===== config.mk =====
export PLATFORM = sky130hd
export DESIGN_NAME = bfic_ctrl
export DESIGN_NICKNAME = d
export VERILOG_FILES = /design/src/sv/bfic_pkg.sv /design/src/sv/bfic_ctrl.sv
export SDC_FILE = /design/constraint.sdc
export NUM_CORES = 1
export LEC_CHECK = 0
export CAP_MARGIN = 20
export CELL_PAD_IN_SITES_DETAIL_PLACEMENT = 1
export CELL_PAD_IN_SITES_GLOBAL_PLACEMENT = 1
export CORE_AREA = 2 2 39 41
export DETAILED_ROUTE_END_ITERATION = 10
export DIE_AREA = 0 0 41 43
export DONT_BUFFER_PORTS = 1
export PLACE_DENSITY_LB_ADDON = 0.05
export SYNTH_ARGS = -nofsm -noshare
export SYNTH_HDL_FRONTEND = slang
export SYNTH_SLANG_ARGS = --single-unit

===== constraint.sdc =====
create_clock -name i_clk -period 1.7 [get_ports i_clk]
set_clock_uncertainty 0.05 [all_clocks]
set_input_delay 0.255 -clock i_clk [delete_from_list [all_inputs] [get_ports i_clk]]
set_output_delay 0.255 -clock i_clk [all_outputs]
set_load 0.01 [all_outputs]

===== src/sv/bfic_pkg.sv =====
`timescale 1ns / 1ps
// ----------------------------------------------------------------------------
// bfic_pkg
// Shared sizes, codes and item types of the tape-language interpreter core.
// ----------------------------------------------------------------------------
package bfic_pkg;

    // storage sizes
    localparam int TAPE_CELLS  = 32768;
    localparam int CELL_BITS   = 8;
    localparam int PROG_DEPTH  = 4096;
    localparam int STACK_DEPTH = 64;

    // derived widths
    localparam int PROG_AW = $clog2(PROG_DEPTH);
    localparam int IP_W    = $clog2(PROG_DEPTH + 1);
    localparam int TAPE_AW = $clog2(TAPE_CELLS);
    localparam int STK_AW  = $clog2(STACK_DEPTH);
    localparam int LVL_W   = $clog2(STACK_DEPTH + 1);

    typedef logic [CELL_BITS-1:0] t_cell;

    // program symbols
    localparam logic [7:0] CH_PLUS  = 8'h2B;
    localparam logic [7:0] CH_MINUS = 8'h2D;
    localparam logic [7:0] CH_RIGHT = 8'h3E;
    localparam logic [7:0] CH_LEFT  = 8'h3C;
    localparam logic [7:0] CH_OPEN  = 8'h5B;
    localparam logic [7:0] CH_CLOSE = 8'h5D;
    localparam logic [7:0] CH_OUT   = 8'h2E;
    localparam logic [7:0] CH_IN    = 8'h2C;

    // input item commands
    typedef enum logic [1:0] {
        CMD_LOAD  = 2'd0,
        CMD_STEP  = 2'd1,
        CMD_INPUT = 2'd2,
        CMD_STOP  = 2'd3
    } t_cmd;

    // result item kinds
    typedef enum logic [2:0] {
        K_OUTPUT    = 3'd0,
        K_INPUT     = 3'd1,
        K_FINISHED  = 3'd2,
        K_OVERFLOW  = 3'd3,
        K_UNMATCHED = 3'd4
    } t_kind;

    typedef struct packed {
        t_cmd       cmd;
        logic [7:0] prog_char;
        logic [7:0] in_value;
    } t_in_item;

    typedef struct packed {
        t_kind      kind;
        logic [7:0] value;
    } t_out_item;

    // controller to datapath
    typedef struct packed {
        logic accept;
        logic load_we;
        logic input_we;
        logic start_run;
        logic clr_en;
        logic commit;
    } t_ctl;

    // datapath to controller
    typedef struct packed {
        logic active;
        logic awaiting;
        logic prog_full;
        logic clr_last;
        logic has_result;
        logic out_busy;
    } t_sts;

endpackage


===== src/sv/bfic_ctrl.sv =====
`timescale 1ns / 1ps
// ----------------------------------------------------------------------------
// bfic_ctrl
// Sequencer: accepts items, runs the tape clear sweep and the execute cycle.
// ----------------------------------------------------------------------------
module bfic_ctrl (
    input  logic          i_clk,
    input  logic          i_rst_n,
    input  logic          i_in_valid,
    input  bfic_pkg::t_cmd i_in_cmd,
    output logic          o_in_ready,
    input  bfic_pkg::t_sts i_sts,
    output bfic_pkg::t_ctl o_ctl
);

    typedef enum logic [3:0] {
        S_IDLE  = 4'b0001,
        S_CLEAR = 4'b0010,
        S_FETCH = 4'b0100,
        S_EXEC  = 4'b1000
    } t_state;

    t_state r_state;
    t_state n_state;
    logic   w_accept;

    assign o_in_ready = (r_state == S_IDLE);
    assign w_accept   = i_in_valid && o_in_ready;

    // next state and datapath commands
    always_comb begin
        n_state = r_state;
        o_ctl   = '0;
        o_ctl.accept = w_accept;
        unique case (r_state)
            S_IDLE: begin
                if (w_accept) begin
                    unique case (i_in_cmd)
                        bfic_pkg::CMD_LOAD: begin
                            o_ctl.load_we = !i_sts.active && !i_sts.prog_full;
                        end
                        bfic_pkg::CMD_STEP: begin
                            if (!i_sts.active) begin
                                o_ctl.start_run = 1'b1;
                                n_state = S_CLEAR;
                            end else if (!i_sts.awaiting) begin
                                n_state = S_EXEC;
                            end
                        end
                        bfic_pkg::CMD_INPUT: begin
                            o_ctl.input_we = i_sts.active && i_sts.awaiting;
                        end
                        bfic_pkg::CMD_STOP: begin
                            if (i_sts.active) begin
                                n_state = S_EXEC;
                            end
                        end
                        default: ;
                    endcase
                end
            end
            S_CLEAR: begin
                o_ctl.clr_en = 1'b1;
                if (i_sts.clr_last) begin
                    n_state = S_FETCH;
                end
            end
            S_FETCH: begin
                n_state = S_EXEC;
            end
            S_EXEC: begin
                // hold while a result has nowhere to go
                if (!(i_sts.has_result && i_sts.out_busy)) begin
                    o_ctl.commit = 1'b1;
                    n_state = S_IDLE;
                end
            end
            default: begin
                n_state = S_IDLE;
            end
        endcase
    end

    // state register
    always_ff @(posedge i_clk) begin
        if (!i_rst_n) begin
            r_state <= S_IDLE;
        end else begin
            r_state <= n_state;
        end
    end

endmodule


==> flow_metrics.env, run 1 <==
export IMPL_r2r_slack_ns=0.28
export IMPL_syn2layout_area_growth_pct=31.1
export IMPL_drc=0
export IMPL_coreArea_um2=1380
export IMPL_dpl_hpwl_um=683
export IMPL_drive_gt1_share_pct=44.4
export IMPL_cts_tree="done"
export IMPL_setup_viol=2
export IMPL_cts_root_buf="clkbuf_4"
export IMPL_vias=313
export IMPL_finalWorstSetupSlack_ns=-0.00863
export IMPL_port_buffers=0
export IMPL_cp_endpoint="o_ctl[0]"
export IMPL_avgSynthCellArea_um2=9.03
export IMPL_crit_chain="buf_4 -> or4b_4 -> a21oi_4"
export IMPL_ys_seq_area_share_pct=24.0
export IMPL_grt_usage_pct=11.3
export IMPL_synth_cells=37
export IMPL_grt_pass1_vias=343
export IMPL_period_share_pct=101
export IMPL_numCtsBuffers=3
export IMPL_maxCapViolations=0
export IMPL_globalplace_congestion=0.670
export IMPL_rr_startpoint="r_state[2]"
export IMPL_largest_register="r_state"
export IMPL_clock_path_buffers=2
export IMPL_cts_clk_slew_worst_paths_ns=0.04
export IMPL_overflow=0
export IMPL_violations="setup timing"
export IMPL_antenna_found_initial=0
export IMPL_maxSlewViolCount=0
export IMPL_grt_max_degree=7
export IMPL_power_mw=0.345
export IMPL_outcome="finished, violations left"
export IMPL_r2r_cells=4
export IMPL_reg_top3="r_state x4"
export IMPL_cpPeakStageDelay_ns=0.52
export IMPL_num_antenna_cells=0
export IMPL_synth_warnings=0
export IMPL_final_antenna_net_count=0
export IMPL_dpl_instance_area_um2=373
export IMPL_cp_max_fo=5
export IMPL_drt_wirelength_per_cell_um=13.9
export IMPL_cellLeakagePower_nw=0.180
export IMPL_hold_violations=0
export IMPL_cp_arrival_ns=1.40
export IMPL_worst_pin_slew_ns=0.386
export IMPL_fin_nets=58
export IMPL_crit_required_ns=1.39
export IMPL_via_per_inst=5.13
export IMPL_ys_types=27
export IMPL_final_area_um2=438
export IMPL_synthesis_nets=48
export IMPL_cellPowerDensity_nw_per_um2=788
export IMPL_rsz0062_at_grt="yes"
export IMPL_min_delay_path_class="in2reg"
export IMPL_syn_area_um2=334
export IMPL_die_y_um=43
export IMPL_cp_startpoint="r_state[2]"
export IMPL_grt_pass1_wl_um=1310
export IMPL_holdCritStartpoint="i_rst_n"
export IMPL_ir_drop_v=0.000268
export IMPL_clock_latency_ns=0.23
export IMPL_fin_tns_setup_ns=-0.0147
export IMPL_drt_iter0_markers=1
export IMPL_max_freq_mhz=585
export IMPL_dieArea_um2=1760
export IMPL_h_tree_depth=1
export IMPL_fillCellCount=165
export IMPL_endpoint_kind="output pin"
export IMPL_drt_total_wl_um=849
export IMPL_first_pass_iters=2
export IMPL_worst_path_max_delay_cell="or4b_4"
export IMPL_io_pins=18
export IMPL_numClockSinks=4
export IMPL_relSlewSlack_pct=74.0
export IMPL_rows=14
export IMPL_start_kind="register"
export IMPL_die_w_um=41
export IMPL_critPathKind="reg2out"
export IMPL_ys_seq_elements=4
export IMPL_period_needed_ns=1.71
export IMPL_start_util_pct=24.1
export IMPL_r2r_end="r_state[0]"
export IMPL_largest_reg_flops=4
-- how the worst min path moves through the flow --
| stage | to | depth (start not counted) |
|---|---|---|
| global route | r_state[0] | 1 |
| finish | r_state[0] | 1 |
| CTS | r_state[0] | 1 |
| global placement | r_state[0] | 1 |
| detailed placement | r_state[0] | 1 |
| floorplan | r_state[0] | 1 |
-- through the flow --
step                      hold slack [ns]  instances  setup WS (ns)  utilization, %
final                              0.0500         61       -0.00863            31.6
after detailed placement            0.290         56          0.152            26.9
after floorplan                     0.283         37         0.0779               -
after global routing               0.0656         61        -0.0811            31.6
after CTS                          0.0397         60        -0.0317            30.4
after global placement              0.289         56          0.181            26.9
-- cell families after synthesis --
kind of cell              after synthesis  share of synthesized area [%]
AOI/OAI and AO/OA                       8                           18.7
DFF                                     4                           24.0
and+or+nand+nor                        18                           43.1
buffers and inverters                   5                           8.99
xor gates and xnor gates                2                           5.24
-- cell usage in the layout (no fill, tap or decap), types with 2 or more instances in the layout --
master,instances
xor2_1,2
inv_1,3
dfxtp_1,2
buf_4,7
nor2b_1,2
clkbuf_4,3
nor4b_2,2
nand2_1,3
-- critical path: cells and delay by family, from the launching register on --
kind	cells	cell delay, ns
buffers and inverters	1	0.14
AOI/OAI and AO/OA	1	0.16
DFF	1	0.36
and+or+nand+nor	1	0.52
-- power breakdown --
part / internal (mW) / switching [mW] / total [mW]
logic: 0.0625 / 0.0544 / 0.117
clock network: 0.0788 / 0.0368 / 0.116
registers: 0.102 / 0.0106 / 0.113
-- layer usage --
layer  GRT usage [%]  share of wire [%]
met1            11.2                 38
met3            4.19                8.0
met2            18.1                 54
met5               0                  0
met4            8.00                  0
-- Yosys cell counts --
library cell / count / area, um^2
nand2_1: 4 / 15.0
o21ai_0: 1 / 5.00
and4_1: 1 / 8.76
a21oi_1: 1 / 5.00
dfxtp_1: 4 / 80.1
nor2_1: 1 / 3.75
o31ai_1: 1 / 7.51
buf_4: 1 / 7.51
o21a_1: 1 / 7.51
nor2_4: 1 / 11.3
o311ai_1: 1 / 8.76
and2_1: 1 / 6.26
a311oi_1: 1 / 8.76
nand3_1: 1 / 5.00
inv_1: 3 / 11.3
nor3_1: 1 / 5.00
a32o_1: 1 / 10.0
nor2b_1: 2 / 12.5
nor4b_4: 1 / 23.8
xor2_1: 2 / 17.5
nor4b_2: 1 / 15.0
nor4b_1: 1 / 8.76
or4b_4: 1 / 13.8
and3b_1: 1 / 8.76
buf_6: 1 / 11.3
o211a_1: 1 / 10.0
and3_1: 1 / 6.26
-- repair_timing --
item / 4_1_cts / 5_1_grt
pin swaps: 2 / 3
endpoints found under the setup margin: 4 / 3
resized for setup: 7 / 2
hold buffers: 0 / 0
endpoints found under the hold margin: 0 / 0
buffers inserted: 1 / 1
-- area by class of cell --
type	instances	area (um^2)	area share (%)
Multi-Input combinational cell	28	246	56.3
Sequential cell	4	85.1	19.4
Timing Repair Buffer	7	52.6	12.0
Clock buffer	3	22.5	5.14
Tap cell	16	20.0	4.57
Inverter	3	11.3	2.57
Power figures use the tool's default switching activity.
==> inputs of run 2 (changes only) <==
==> constraint.sdc (replaced) <==
create_clock -name i_clk -period 1.7 [get_ports i_clk]
set_clock_uncertainty 0.05 [all_clocks]
set_input_delay 0.17 -clock i_clk [delete_from_list [all_inputs] [get_ports i_clk]]
set_output_delay 0.17 -clock i_clk [all_outputs]
set_load 0.01 [all_outputs]
==> flow_metrics.env, run 2 (synthesis gave the netlist of run 1 again) <==
export IMPL_critPathKind="reg2out"
export IMPL_final_cell_mix="buf_4 (4), inv_1 (3), nand2_1 (3), clkbuf_4 (3)"
export IMPL_worst_path_max_delay_cell="or4b_4"
export IMPL_die_w_um=41
export IMPL_worst_pin_slew_ns=0.393
export IMPL_grt_pass1_wl_um=1290
export IMPL_drive_gt1_share_pct=34.1
export IMPL_via_per_inst=5.02
export IMPL_setup_viol=0
export IMPL_io_pins=18
export IMPL_period_needed_ns=1.61
export IMPL_overflow=0
export IMPL_outcome="finished, final reports clean"
export IMPL_crit_chain="or4b_4 -> a21oi_1"
export IMPL_grt_usage_pct=11.1
export IMPL_dpl_instance_area_um2=365
export IMPL_cp_max_fo=6
export IMPL_largest_reg_flops=4
export IMPL_grt_pass1_vias=302
export IMPL_relSlewSlack_pct=73.6
export IMPL_fin_nets=57
export IMPL_port_buffers=0
export IMPL_hold_violations=0
export IMPL_layout_commonest_cell="buf_4"
export IMPL_largest_register="r_state"
export IMPL_grt_max_degree=7
export IMPL_h_tree_depth=1
export IMPL_maxSlewViolCount=0
export IMPL_crit_required_ns=1.48
export IMPL_ir_drop_v=0.000463
export IMPL_period_share_pct=94.6
export IMPL_start_kind="register"
export IMPL_clock_latency_ns=0.24
export IMPL_fin_tns_setup_ns=0
export IMPL_cts_root_buf="clkbuf_4"
export IMPL_syn2layout_area_growth_pct=25.5
export IMPL_first_pass_iters=2
export IMPL_antenna_found_initial=0
export IMPL_drt_iter0_markers=3
export IMPL_final_antenna_net_count=0
export IMPL_num_antenna_cells=0
export IMPL_numClockSinks=4
export IMPL_start_util_pct=24.1
export IMPL_cts_clk_slew_worst_paths_ns=0.04
export IMPL_dp_cells=55
export IMPL_die_y_um=43
export IMPL_cp_arrival_ns=1.39
export IMPL_cellLeakagePower_nw=0.171
export IMPL_globalplace_congestion=0.687
export IMPL_drt_wirelength_per_cell_um=13.7
export IMPL_cpPeakStageDelay_ns=0.53
export IMPL_min_path_cells=1
export IMPL_cts_tree="done"
export IMPL_vias=301
export IMPL_rsz0062_at_grt="no"
export IMPL_cellPowerDensity_nw_per_um2=821
export IMPL_maxCapViolations=0
export IMPL_endpoint_kind="output pin"
export IMPL_final_cells=60
export IMPL_r2r_cells=4
export IMPL_reg_top3="r_state x4"
export IMPL_dieArea_um2=1760
export IMPL_dpl_hpwl_um=663
export IMPL_coreArea_um2=1380
export IMPL_drt_total_wl_um=823
export IMPL_clock_path_buffers=2
export IMPL_final_area_um2=419
export IMPL_fillCellCount=173
export IMPL_rows=14
export IMPL_numCtsBuffers=3
export IMPL_drc=0
export IMPL_min_delay_path_class="in2reg"
export IMPL_max_freq_mhz=622
## run 2: changes by cell type in the layout (fill, tap and decap cells not counted), sizes merged
cell	before	now
dlygate4sd3	0	2
buf	7	4
## run 2: worst max-delay path: cells and delay by family (launching register included)
| family | cells | cell delay (ns) |
|---|---|---|
| simple gates | 1 | 0.53 |
| flops | 1 | 0.38 |
| compound gates | 1 | 0.24 |
## run 2: layout make-up
| type | count | area (um^2) | area share, % |
|---|---|---|---|
| Tap cell | 16 | 20.0 | 4.78 |
| Clock buffer | 3 | 22.5 | 5.37 |
| Timing Repair Buffer | 6 | 50.0 | 11.9 |
| Sequential cell | 4 | 82.6 | 19.7 |
| Multi-Input combinational cell | 28 | 233 | 55.5 |
| Inverter | 3 | 11.3 | 2.69 |
## run 2: timing repair
action / CTS / global route
endpoints found under the setup margin: 2 / 1
setup buffers: 0 / 0
endpoints found under the hold margin: 1 / 1
resized for setup: 1 / 3
hold buffers: 1 / 1
## run 2: path summary, 6_finish.rpt
check / from / endpoint / slack (ns)
min reg2reg: r_state[3] / r_state[0] / 0.63
min: i_rst_n / r_state[3] / 0.02
max: r_state[2] / o_ctl[0] / 0.09
max reg2reg: r_state[3] / r_state[1] / 0.33
## run 2: power breakdown
part | internal [mW] | switching, mW | total [mW]
logic | 0.0596 | 0.0520 | 0.112
registers | 0.104 | 0.0120 | 0.116
clock network | 0.0788 | 0.0376 | 0.116
total | 0.242 | 0.102 | 0.344
## run 2: per-stage QoR
stage                     util, %  total power, mW  hold slack, ns  worst slack [ns]
after global routing         30.3            0.371          0.0114           0.00417
after global placement       26.4            0.222           0.202             0.246
final                        30.3            0.344          0.0192            0.0925
after CTS                    28.8            0.344         0.00212            0.0144
after detailed placement     26.4            0.221           0.204             0.250
after floorplan                 -            0.203           0.198             0.163
## run 2: per-layer routing
metal,vias to the layer above,wire length (um),track usage [%]
li1,152,-,-
met1,132,345,13.5
met2,17,394,15.3
met3,0,83,7.33
met4,0,0,4.00
met5,-,0,0
==> inputs of run 3 (changes only) <==
--- a/config.mk
+++ b/config.mk
@@ -6,8 +6,8 @@
 export NUM_CORES = 1
 export LEC_CHECK = 0
 export CAP_MARGIN = 20
-export CELL_PAD_IN_SITES_DETAIL_PLACEMENT = 1
-export CELL_PAD_IN_SITES_GLOBAL_PLACEMENT = 1
+export CELL_PAD_IN_SITES_DETAIL_PLACEMENT = 2
+export CELL_PAD_IN_SITES_GLOBAL_PLACEMENT = 2
 export CORE_AREA = 2 2 39 41
 export DETAILED_ROUTE_END_ITERATION = 10
 export DIE_AREA = 0 0 41 43
==> flow_metrics.env, run 3 (synthesis gave the netlist of run 1 again) <==
export IMPL_start_kind="register"
export IMPL_cellPowerDensity_nw_per_um2=820
export IMPL_reg_top3="r_state x4"
export IMPL_port_buffers=0
export IMPL_ir_drop_v=0.000331
export IMPL_cts_tree="done"
export IMPL_period_needed_ns=1.62
export IMPL_drc=0
export IMPL_dpl_hpwl_um=733
export IMPL_final_area_um2=420
export IMPL_globalplace_congestion=0.649
export IMPL_rsz0062_at_grt="yes"
export IMPL_final_cell_mix="inv_1 (3), nand2_1 (3), clkbuf_4 (3), buf_4 (3), dfxtp_2 (3)"
export IMPL_rows=14
export IMPL_period_share_pct=95.3
export IMPL_io_pins=18
export IMPL_relSlewSlack_pct=75.2
export IMPL_worst_path_max_delay_cell="dfxtp_2"
export IMPL_fillCellCount=164
export IMPL_cp_buffers_inverters=1
export IMPL_holdWs_ns=0.0278
export IMPL_die_w_um=41
export IMPL_min_delay_path_class="in2reg"
export IMPL_h_tree_depth=1
export IMPL_start_util_pct=24.1
export IMPL_drt_wirelength_per_cell_um=16.0
export IMPL_maxCapViolations=0
export IMPL_critPathKind="reg2out"
export IMPL_largest_reg_flops=4
export IMPL_drive_gt1_share_pct=39.5
export IMPL_drt_iter0_markers=3
export IMPL_dieArea_um2=1760
export IMPL_cts_clk_slew_worst_paths_ns=0.04
export IMPL_drt_total_wl_um=945
export IMPL_max_freq_mhz=617
export IMPL_largest_register="r_state"
export IMPL_final_cells=59
export IMPL_setup_viol=0
export IMPL_postLayoutCoreUtil_pct=30.4
export IMPL_fin_nets=56
export IMPL_outcome="finished, final reports clean"
export IMPL_die_y_um=43
export IMPL_crit_required_ns=1.48
export IMPL_vias=311
export IMPL_dpl_instance_area_um2=358
export IMPL_register_area_um2=87.6
export IMPL_clock_path_buffers=2
export IMPL_multi_input_area_um2=236
export IMPL_cellLeakagePower_nw=0.166
export IMPL_coreArea_um2=1380
export IMPL_via_per_inst=5.27
export IMPL_fin_tns_setup_ns=0
export IMPL_maxSlewViolCount=0
export IMPL_grt_pass1_wl_um=1480
export IMPL_num_antenna_cells=0
export IMPL_worst_pin_slew_ns=0.369
export IMPL_postCtsSetupRepairBufs=0
export IMPL_hold_violations=0
export IMPL_final_antenna_net_count=0
export IMPL_numClockSinks=4
export IMPL_cts_root_buf="clkbuf_4"
export IMPL_grt_pass1_vias=336
export IMPL_cpPeakStageDelay_ns=0.35
export IMPL_crit_chain="nor4b_4 -> nand2_2 -> nor4b_2 -> buf_4"
export IMPL_numCtsBuffers=3
export IMPL_endpoint_kind="output pin"
export IMPL_clock_latency_ns=0.24
export IMPL_grt_max_degree=8
export IMPL_overflow=0
export IMPL_grt_usage_pct=13.2
export IMPL_crit_family="simple AND/OR/NAND/NOR gates"
export IMPL_first_pass_iters=2
export IMPL_cp_max_fo=5
export IMPL_cp_arrival_ns=1.40
export IMPL_syn2layout_area_growth_pct=25.8
export IMPL_dp_cells=54
export IMPL_antenna_found_initial=0
==> run 3: per-stage QoR <==
stage | worst slack (ns) | power [mW]
2_1_floorplan | 0.163 | 0.203
4_1_cts | 0.00317 | 0.346
3_3_place_gp | 0.233 | 0.216
6_report | 0.0804 | 0.345
3_5_place_dp | 0.145 | 0.218
5_1_grt | -0.0207 | 0.374
==> run 3: path summary, 6_finish.rpt <==
path / from / cells past startpoint / slack (ns) / endpoint
min reg2reg: r_state[3] / 3 / 0.62 / r_state[0]
max reg2reg: r_state[3] / 4 / 0.32 / r_state[1]
min: i_sts[2] / 1 / 0.03 / r_state[2]
max: r_state[3] / 4 / 0.08 / o_ctl[4]
==> run 3: power by group <==
group / switching (mW) / internal [mW]
combinational: 0.0472 / 0.0546
sequential: 0.0182 / 0.105
clock: 0.0401 / 0.0790
total: 0.106 / 0.239
==> run 3: area by class of cell <==
class | instances | area share [%]
inverter | 3 | 2.68
sequential | 4 | 20.8
multi-input combinational | 28 | 56.3
timing repair buffer | 5 | 10.1
clock buffer | 3 | 5.36
tap | 16 | 4.76
==> run 3: metal layers <==
layer	vias to the layer above	global-route usage, %	part of all wire [%]
met5	-	0	0
met4	0	8.00	1.4
met3	2	7.33	5.6
met2	11	18.4	50
met1	148	15.1	43
li1	150	-	-
==> run 3: timing repair <==
item                       CTS  global route
setup endpoints to repair    3             3
hold buffers                 1             1
pin swaps                    0             1
hold endpoints to repair     2             1
resized for setup            3             5
